File: config.mk
export PLATFORM = sky130hd
export DESIGN_NAME = lcc_ctrl
export DESIGN_NICKNAME = d
export VERILOG_FILES = /design/src/rtl/lcc_pkg.sv /design/src/rtl/lcc_ctrl.sv
export SDC_FILE = /design/constraint.sdc
export NUM_CORES = 1
export LEC_CHECK = 0
export BUFFER_PORTS_ARGS = -buffer_cell sky130_fd_sc_hd__clkbuf_2
export CORE_AREA = 2 2 39 41
export CTS_CLUSTER_SIZE = 30
export DETAILED_ROUTE_END_ITERATION = 10
export DIE_AREA = 0 0 41 43
export PLACE_DENSITY_LB_ADDON = 0.25
export SYNTH_ARGS = -nofsm -noshare
export SYNTH_HDL_FRONTEND = slang
export SYNTH_SLANG_ARGS = --single-unit
File: constraint.sdc
create_clock -name clock -period 3.59 [get_ports clock]
set_input_delay 0.359 -clock clock [delete_from_list [all_inputs] [get_ports clock]]
set_output_delay 0.359 -clock clock [all_outputs]
set_load 0.1 [all_outputs]
File: src/rtl/lcc_pkg.sv
// Shared definitions for the link count checker: widths, register indexes,
// report codes, controller states and the command and status bundles.
// No dependencies.
`default_nettype none

package lcc_pkg;

   // Defaults for the top-level parameters.
   localparam int DEF_INODE_BITS  = 16;
   localparam int DEF_COUNT_BITS  = 16;
   localparam int DEF_WATCH_SLOTS = 6;
   localparam int DEF_ROOT_INODE  = 2;

   // Fixed field widths.
   localparam int INO_W       = 16;
   localparam int LINK_W      = 16;
   localparam int TOTAL_W     = 16;
   localparam int KIND_W      = 2;
   localparam int OP_W        = 1;
   localparam int REQ_TDATA_W = 40;
   localparam int RSP_TDATA_W = 48;
   localparam int CSR_IDX_W   = 3;
   localparam int CSR_DATA_W  = 16;
   localparam int MAX_WATCH   = 6;

   // Configuration register indexes.
   localparam logic [CSR_IDX_W-1:0] CSR_MAX_INODE = 3'd0;
   localparam logic [CSR_IDX_W-1:0] CSR_WATCH_A   = 3'd1;

   localparam logic [INO_W-1:0] MAX_INODE_RESET = 16'hFFFF;

   // Request kinds.
   localparam logic [OP_W-1:0] OP_ENTRY = 1'b0;
   localparam logic [OP_W-1:0] OP_CHECK = 1'b1;

   // Report kinds.
   localparam logic [KIND_W-1:0] KIND_BAD      = 2'd0;
   localparam logic [KIND_W-1:0] KIND_WATCHED  = 2'd1;
   localparam logic [KIND_W-1:0] KIND_MISMATCH = 2'd2;

   typedef enum logic [1:0] {
      ST_CLEAR,
      ST_IDLE,
      ST_LOOKUP,
      ST_UPDATE
   } lcc_state_type;

   typedef struct packed {
      logic load;
      logic lookup;
      logic commit;
      logic clear_step;
   } lcc_cmd_type;

   typedef struct packed {
      logic clear_last;
      logic has_result;
      logic out_free;
   } lcc_status_type;

endpackage

`default_nettype wire

File: src/rtl/lcc_ctrl.sv
// Controller of the link count checker: clearing pass, then one item at a
// time through lookup and update. Depends on lcc_pkg.
`default_nettype none

module lcc_ctrl
   import lcc_pkg::*;
(
   input  wire logic           clock,
   input  wire logic           reset,
   input  wire logic           req_tvalid,
   output logic                req_tready,
   input  wire lcc_status_type status,
   output lcc_cmd_type         cmd
);

   lcc_state_type state_ff;
   lcc_state_type state_in;

   always_ff @(posedge clock) begin
      if (reset) begin
         state_ff <= ST_CLEAR;
      end else begin
         state_ff <= state_in;
      end
   end

   always_comb begin
      state_in   = state_ff;
      cmd        = '0;
      req_tready = 1'b0;
      case (state_ff)
         ST_CLEAR: begin
            cmd.clear_step = 1'b1;
            if (status.clear_last) begin
               state_in = ST_IDLE;
            end
         end
         ST_IDLE: begin
            req_tready = 1'b1;
            if (req_tvalid) begin
               cmd.load = 1'b1;
               state_in = ST_LOOKUP;
            end
         end
         ST_LOOKUP: begin
            cmd.lookup = 1'b1;
            state_in   = ST_UPDATE;
         end
         ST_UPDATE: begin
            // Hold the item until the output register can take its report.
            if (!status.has_result || status.out_free) begin
               cmd.commit = 1'b1;
               state_in   = ST_IDLE;
            end
         end
         default: begin
            state_in = ST_CLEAR;
         end
      endcase
   end

`ifndef ASSERT_OFF
   a_accept_then_lookup: assert property (@(posedge clock) disable iff (reset)
      (req_tvalid && req_tready) |=> (state_ff == ST_LOOKUP))
      else $error("accepted word did not move to lookup");

   a_commit_only_when_free: assert property (@(posedge clock) disable iff (reset)
      (cmd.commit && status.has_result) |-> status.out_free)
      else $error("report committed while output register busy");

   a_clear_ends_idle: assert property (@(posedge clock) disable iff (reset)
      (state_ff == ST_CLEAR && status.clear_last) |=> (state_ff == ST_IDLE))
      else $error("clearing pass did not end in idle");
`endif

endmodule

`default_nettype wire

**Word-level counts from Yosys, hierarchy flattened**

Index checks and enable logic that the tools add are counted.

- Input bits: 6
- Memory bits (writable): 0
- Latch bits: 0
- Register bits: 2
- Memories: 0
- ROM bits: 0

- Add/sub/neg operators: 0
- Magnitude comparators: 0
- Equal/unequal tests: 6
- Bitwise operators: 0
- Div/mod/pow operators: 0
- $mul: 0
- Multiplexer cells: 11
- Reductions and logical operators: 4
- Shifts and indexed selects: 0

Operator list:

| cell | number |
|---|---|
| 2-bit case mux with 4 select lines | 1 |
| 1-bit two-way mux | 7 |
| 2-bit two-way mux | 3 |
| 2-bit inequality test (second input constant) | 3 |
| 2-bit == test (second input constant) | 2 |
| 3-bit AND reduction | 1 |
| 2-bit by 1-bit == test with 1-bit output (second input constant) | 1 |
| 2-bit zero test | 1 |
| 1-bit zero test | 1 |
| 1-bit logical OR | 1 |

**Depth between registers and ports, before layout**

Gate-level depths: netlist (run 1).

- Depth in word-level cells: 4
- Depth in mapped cells: 5
- Gate-level depth less buffers: 5

**Least setup slack after synthesis (run 1)**

No wires, ideal clock.

- Path kind: reg2out
- From: reg state_ff[1]
- To: out cmd[3] (netlist bit)
- Path slack: 1.147 ns
- Buffers on the path: 0
- Arrival time: 2.084 ns
- Cell stages (with the launch flop): 4
- Cell sequence: dfxtp_1 -> inv_1 -> ha_1 -> and2_1

RTL lines:

| what | RTL line | RTL |
|---|---|---|
| start, declared | lcc_ctrl.sv:16 | `lcc_state_type state_ff;` |
| start signal, assigned | lcc_ctrl.sv:23 | `state_ff <= state_in;` |
| end, declared | lcc_ctrl.sv:13 | `output lcc_cmd_type cmd` |

==> impl_metrics.env, run 1 <==
export IMPL_status="finished, final reports clean"
export IMPL_totalWireLength_um=432
export IMPL_drive_above_1_share=0.471
export IMPL_drtIter0Drc=2
export IMPL_viasPerCell=3.58
export IMPL_yosys_warnings=0
export IMPL_synth_top_cell_by_area="ha_1"
export IMPL_grt_pass1_vias=188
export IMPL_syn_area_per_cell_um2=10.4
export IMPL_wl_per_cell_um=8.64
export IMPL_place_congestion=0.638
export IMPL_antenna_found_initial=0
export IMPL_largest_register="state_ff"
export IMPL_initial_core_util=0.158
export IMPL_crit_fanout=4
export IMPL_period_needed_ns=1.84
export IMPL_fmax_ghz=0.544
export IMPL_drv_cap=0
export IMPL_post_cts_setup_buffers=0
export IMPL_postCtsResizedCells=0
export IMPL_hpwl_um=377
export IMPL_worst_pin_slew_ns=0.539
export IMPL_ios=11
export IMPL_final_cell_mix="10 x clkbuf_2, 5 x ha_1, 3 x inv_1, 3 x clkbuf_4"
export IMPL_worstSetupEndpointType="primary output"
export IMPL_drc=0
export IMPL_dieWidth_um=41
export IMPL_clk_pin_slew_ns=0.03
export IMPL_synth_area_um2=219
export IMPL_slew_violations=0
export IMPL_hold_buffers=0
export IMPL_setup_viol=0
export IMPL_relSlewSlack=0.642
export IMPL_root_buffer="clkbuf_4"
export IMPL_antenna_cells=0
export IMPL_clock_path_buffers=2
export IMPL_syn_nets=32
export IMPL_layout_nets=47
export IMPL_cts_sinks=2
export IMPL_fin_skew_ns=0.00210
export IMPL_rsz0062_at_grt="false"
export IMPL_ys_seq_area_frac=0.183
export IMPL_final_antenna_net_count=0
export IMPL_cts_max_level=1
export IMPL_hp_class="in2reg"
export IMPL_synth_seq_cells=2
export IMPL_portBuffers=10
export IMPL_die_height_um=43
export IMPL_n_fill_cell=151
export IMPL_num_rows=14
export IMPL_core_um2=1380
export IMPL_insertion_delay_ns=0.22
export IMPL_worstSetupPathType="reg2out"
export IMPL_grt_usage=0.0681
export IMPL_dieArea_um2=1760
export IMPL_largest_reg_flops=2
export IMPL_final_common_cell="clkbuf_2"
export IMPL_first_pass_iters=2
export IMPL_setup_tns_ns=0
export IMPL_grt_first_pass_wirelength_um=717
export IMPL_cts_tree="done"
export IMPL_hold_viol_final=0
export IMPL_grt_overflow=0
export IMPL_required_ns=3.23
export IMPL_syn2layout_area_growth_pct=42.3
export IMPL_timing_final_crit_share=0.512
export IMPL_syn_inst=21
export IMPL_synth_top_area_share=0.286
export IMPL_via_count=179
export IMPL_yosys_top_cells_area="ha_1 29%, dfxtp_1 18%, a311oi_4 12%, mux2_4 6.9%, nor2b_4 6.3%"
export IMPL_numCtsBuffers=3
export IMPL_start_kind="register"
export IMPL_ys_types=12
export IMPL_cp_arrival_ns=1.48
export IMPL_largestRegisters="state_ff (2)"
export IMPL_grt_max_degree=5
-- per-stage QoR --
stage / area [um^2] / util / std cells / hold WS (ns) / setup WS (ns)
after CTS: 312 / 0.225 / 50 / 0.446 / 1.73
final: 312 / 0.225 / 50 / 0.454 / 1.75
after global routing: 312 / 0.225 / 50 / 0.494 / 1.68
after detailed placement: 289 / 0.209 / 47 / 0.516 / 1.95
after global placement: 289 / 0.209 / 47 / 0.509 / 1.96
after floorplan: 219 / - / 21 / 0.481 / 1.15
-- area by class of cell --
class	count	area, um^2	share of cell area
Tap cell	16	20.0	0.0643
Clock buffer	3	22.5	0.0723
Timing Repair Buffer	10	50.0	0.161
Multi-Input combinational cell	16	168	0.538
Inverter	3	11.3	0.0361
Sequential cell	2	40.0	0.129
-- final timing paths --
kind                       startpoint                  endpoint  slack (ns)  cells past startpoint
max reg2reg  state_ff[0]$_SDFFE_PP0P_  state_ff[0]$_SDFFE_PP0P_        1.97                      5
min reg2reg  state_ff[1]$_SDFFE_PP0P_  state_ff[1]$_SDFFE_PP0P_        0.52                      2
min                             reset  state_ff[1]$_SDFFE_PP0P_        0.45                      3
max          state_ff[0]$_SDFFE_PP0P_                    cmd[1]        1.75                      3
-- cells in the mapped netlist --
master / number
nor2b_1: 1
ha_1: 5
nor2_1: 2
a21boi_1: 1
and2_1: 1
mux2_4: 1
inv_1: 3
mux2i_1: 1
nor2b_4: 1
dfxtp_1: 2
nand2b_1: 2
a311oi_4: 1
-- cells by family after synthesis --
group,Yosys count,synth area share
compound gates,2,0.154
fa+ha+maj,5,0.286
buf+inv,3,0.0514
flops,2,0.183
mux,2,0.114
simple gates,7,0.211
-- layer usage --
metal  up-vias  routed length [um]  part of all wire  GRT usage
met4         0                   5             0.012     0.0800
li1         95                   -                 -          -
met1        72                 194              0.45     0.0669
met3         2                  39             0.090     0.0314
met2        10                 193              0.45     0.0906
met5         -                   0                 0          0
-- worst max-delay path, cell delays in order (launching register included) --
cell and delay, ns:
dfxtp_1 0.38, ha_1 0.23, a21boi_1 0.17, clkbuf_2 0.47
Power of run 1 is not shown: default switching activity piles up to over one toggle a cycle in this logic, so the estimate is an artifact.
==> inputs of run 2 (changes only) <==
==> constraint.sdc (replaced) <==
create_clock -name clock -period 1.6 [get_ports clock]
set_input_delay 0.16 -clock clock [delete_from_list [all_inputs] [get_ports clock]]
set_output_delay 0.16 -clock clock [all_outputs]
set_load 0.1 [all_outputs]
==> impl_metrics.env, run 2 (synthesis gave the netlist of run 1 again) <==
export IMPL_status="finished, final reports clean"
export IMPL_timing_final_crit_share=0.925
export IMPL_hp_class="in2reg"
export IMPL_dp_slack_ns=0.111
export IMPL_grt_max_degree=5
export IMPL_route_met2_wl_um=198
export IMPL_place_congestion=0.706
export IMPL_hold_viol_final=0
export IMPL_dieArea_um2=1760
export IMPL_dieWidth_um=41
export IMPL_required_ns=1.71
export IMPL_final_antenna_net_count=0
export IMPL_grt_overflow=0
export IMPL_crit_fanout=4
export IMPL_startpoint="state_ff[1]$_SDFFE_PP0P_"
export IMPL_setup_viol=0
export IMPL_syn2layout_area_growth_pct=80.0
export IMPL_antenna_found_initial=0
export IMPL_postCtsResizedCells=0
export IMPL_cts_max_level=1
export IMPL_start_kind="register"
export IMPL_insertion_delay_ns=0.22
export IMPL_setup_tns_ns=0
export IMPL_core_um2=1380
export IMPL_first_pass_iters=2
export IMPL_fin_skew_ns=0.00602
export IMPL_cp_arrival_ns=1.58
export IMPL_relSlewSlack=0.639
export IMPL_fmax_ghz=0.676
export IMPL_largestRegisters="state_ff (2)"
export IMPL_layout_nets=47
export IMPL_stdcell_area_um2=394
export IMPL_clk_pin_slew_ns=0.03
export IMPL_drive_above_1_share=0.706
export IMPL_n_fill_cell=151
export IMPL_antenna_cells=0
export IMPL_slew_violations=0
export IMPL_period_needed_ns=1.48
export IMPL_hpwl_um=380
export IMPL_cts_sinks=2
export IMPL_num_rows=14
export IMPL_initial_core_util=0.158
export IMPL_r2r_cells=5
export IMPL_numCtsBuffers=3
export IMPL_cts_tree="done"
export IMPL_grt_first_pass_wirelength_um=669
export IMPL_via_count=185
export IMPL_final_cell_mix="6 x clkbuf_2, 3 x ha_1, 3 x clkbuf_4"
export IMPL_die_height_um=43
export IMPL_post_cts_setup_buffers=0
export IMPL_wl_per_cell_um=8.70
export IMPL_drtIter0Drc=4
export IMPL_final_common_cell="clkbuf_2"
export IMPL_crit_end="state_ff[0]$_SDFFE_PP0P_"
export IMPL_root_buffer="clkbuf_4"
export IMPL_worstSetupEndpointType="register"
export IMPL_grt_pass1_vias=173
export IMPL_worst_pin_slew_ns=0.544
export IMPL_place_area_um2=372
export IMPL_drc=0
export IMPL_wl_met3_um=55
export IMPL_grt_usage=0.0581
export IMPL_whs_ns=0.255
export IMPL_worstSetupPathType="reg2reg"
export IMPL_viasPerCell=3.70
export IMPL_top_layer="met3"
export IMPL_ff2ff_setup_slack_ns=0.12
export IMPL_largest_register="state_ff"
export IMPL_hold_buffers=0
export IMPL_ios=11
export IMPL_setup_ws_ns=0.121
export IMPL_r2r_start="state_ff[1]$_SDFFE_PP0P_"
export IMPL_clock_path_buffers=2
export IMPL_drv_cap=0
export IMPL_rr_endpoint="state_ff[0]$_SDFFE_PP0P_"
export IMPL_rsz0062_at_grt="false"
export IMPL_portBuffers=10
export IMPL_totalWireLength_um=435
export IMPL_met1Wirelength_um=181
export IMPL_largest_reg_flops=2
## run 2: through the flow
stage          cells  utilization
2_1_floorplan     21            -
3_3_place_gp      47        0.269
3_5_place_dp      47        0.269
4_1_cts           50        0.285
5_1_grt           50        0.285
6_report          50        0.285
## run 2: critical path, stage by stage, from the launching register on
cell and delay (ns):
dfxtp_2 0.35, inv_2 0.08, ha_4 0.16, nor2b_4 0.12
a311oi_4 0.32, mux2_4 0.33
## run 2: worst min path at each step
stage                     startpoint                  endpoint  slack [ns]  depth (start not counted)
after floorplan                reset  state_ff[1]$_SDFFE_PP0P_        0.33                          2
after global placement         reset  state_ff[1]$_SDFFE_PP0P_        0.47                          3
after detailed placement       reset  state_ff[1]$_SDFFE_PP0P_        0.48                          3
after CTS                      reset  state_ff[1]$_SDFFE_PP0P_        0.25                          3
after global routing           reset  state_ff[1]$_SDFFE_PP0P_        0.28                          3
final                          reset  state_ff[1]$_SDFFE_PP0P_        0.25                          3
## run 2: area by class of cell
cell class | instances | area [um^2] | share of cell area
clock buffers | 3 | 22.5 | 0.0571
inverters | 3 | 11.3 | 0.0286
multi-input cells | 16 | 213 | 0.540
flip-flops and latches | 2 | 42.5 | 0.108
well taps | 16 | 20.0 | 0.0508
repair buffers | 10 | 85.1 | 0.216
## run 2: per-layer routing
| metal | vias to the layer above | global-route usage |
|---|---|---|
| li1 | 94 | - |
| met1 | 81 | 0.0703 |
| met2 | 10 | 0.0750 |
| met3 | 0 | 0.0471 |
| met4 | 0 | 0.0200 |
| met5 | - | 0 |
Power of run 2 is left out for the same reason.
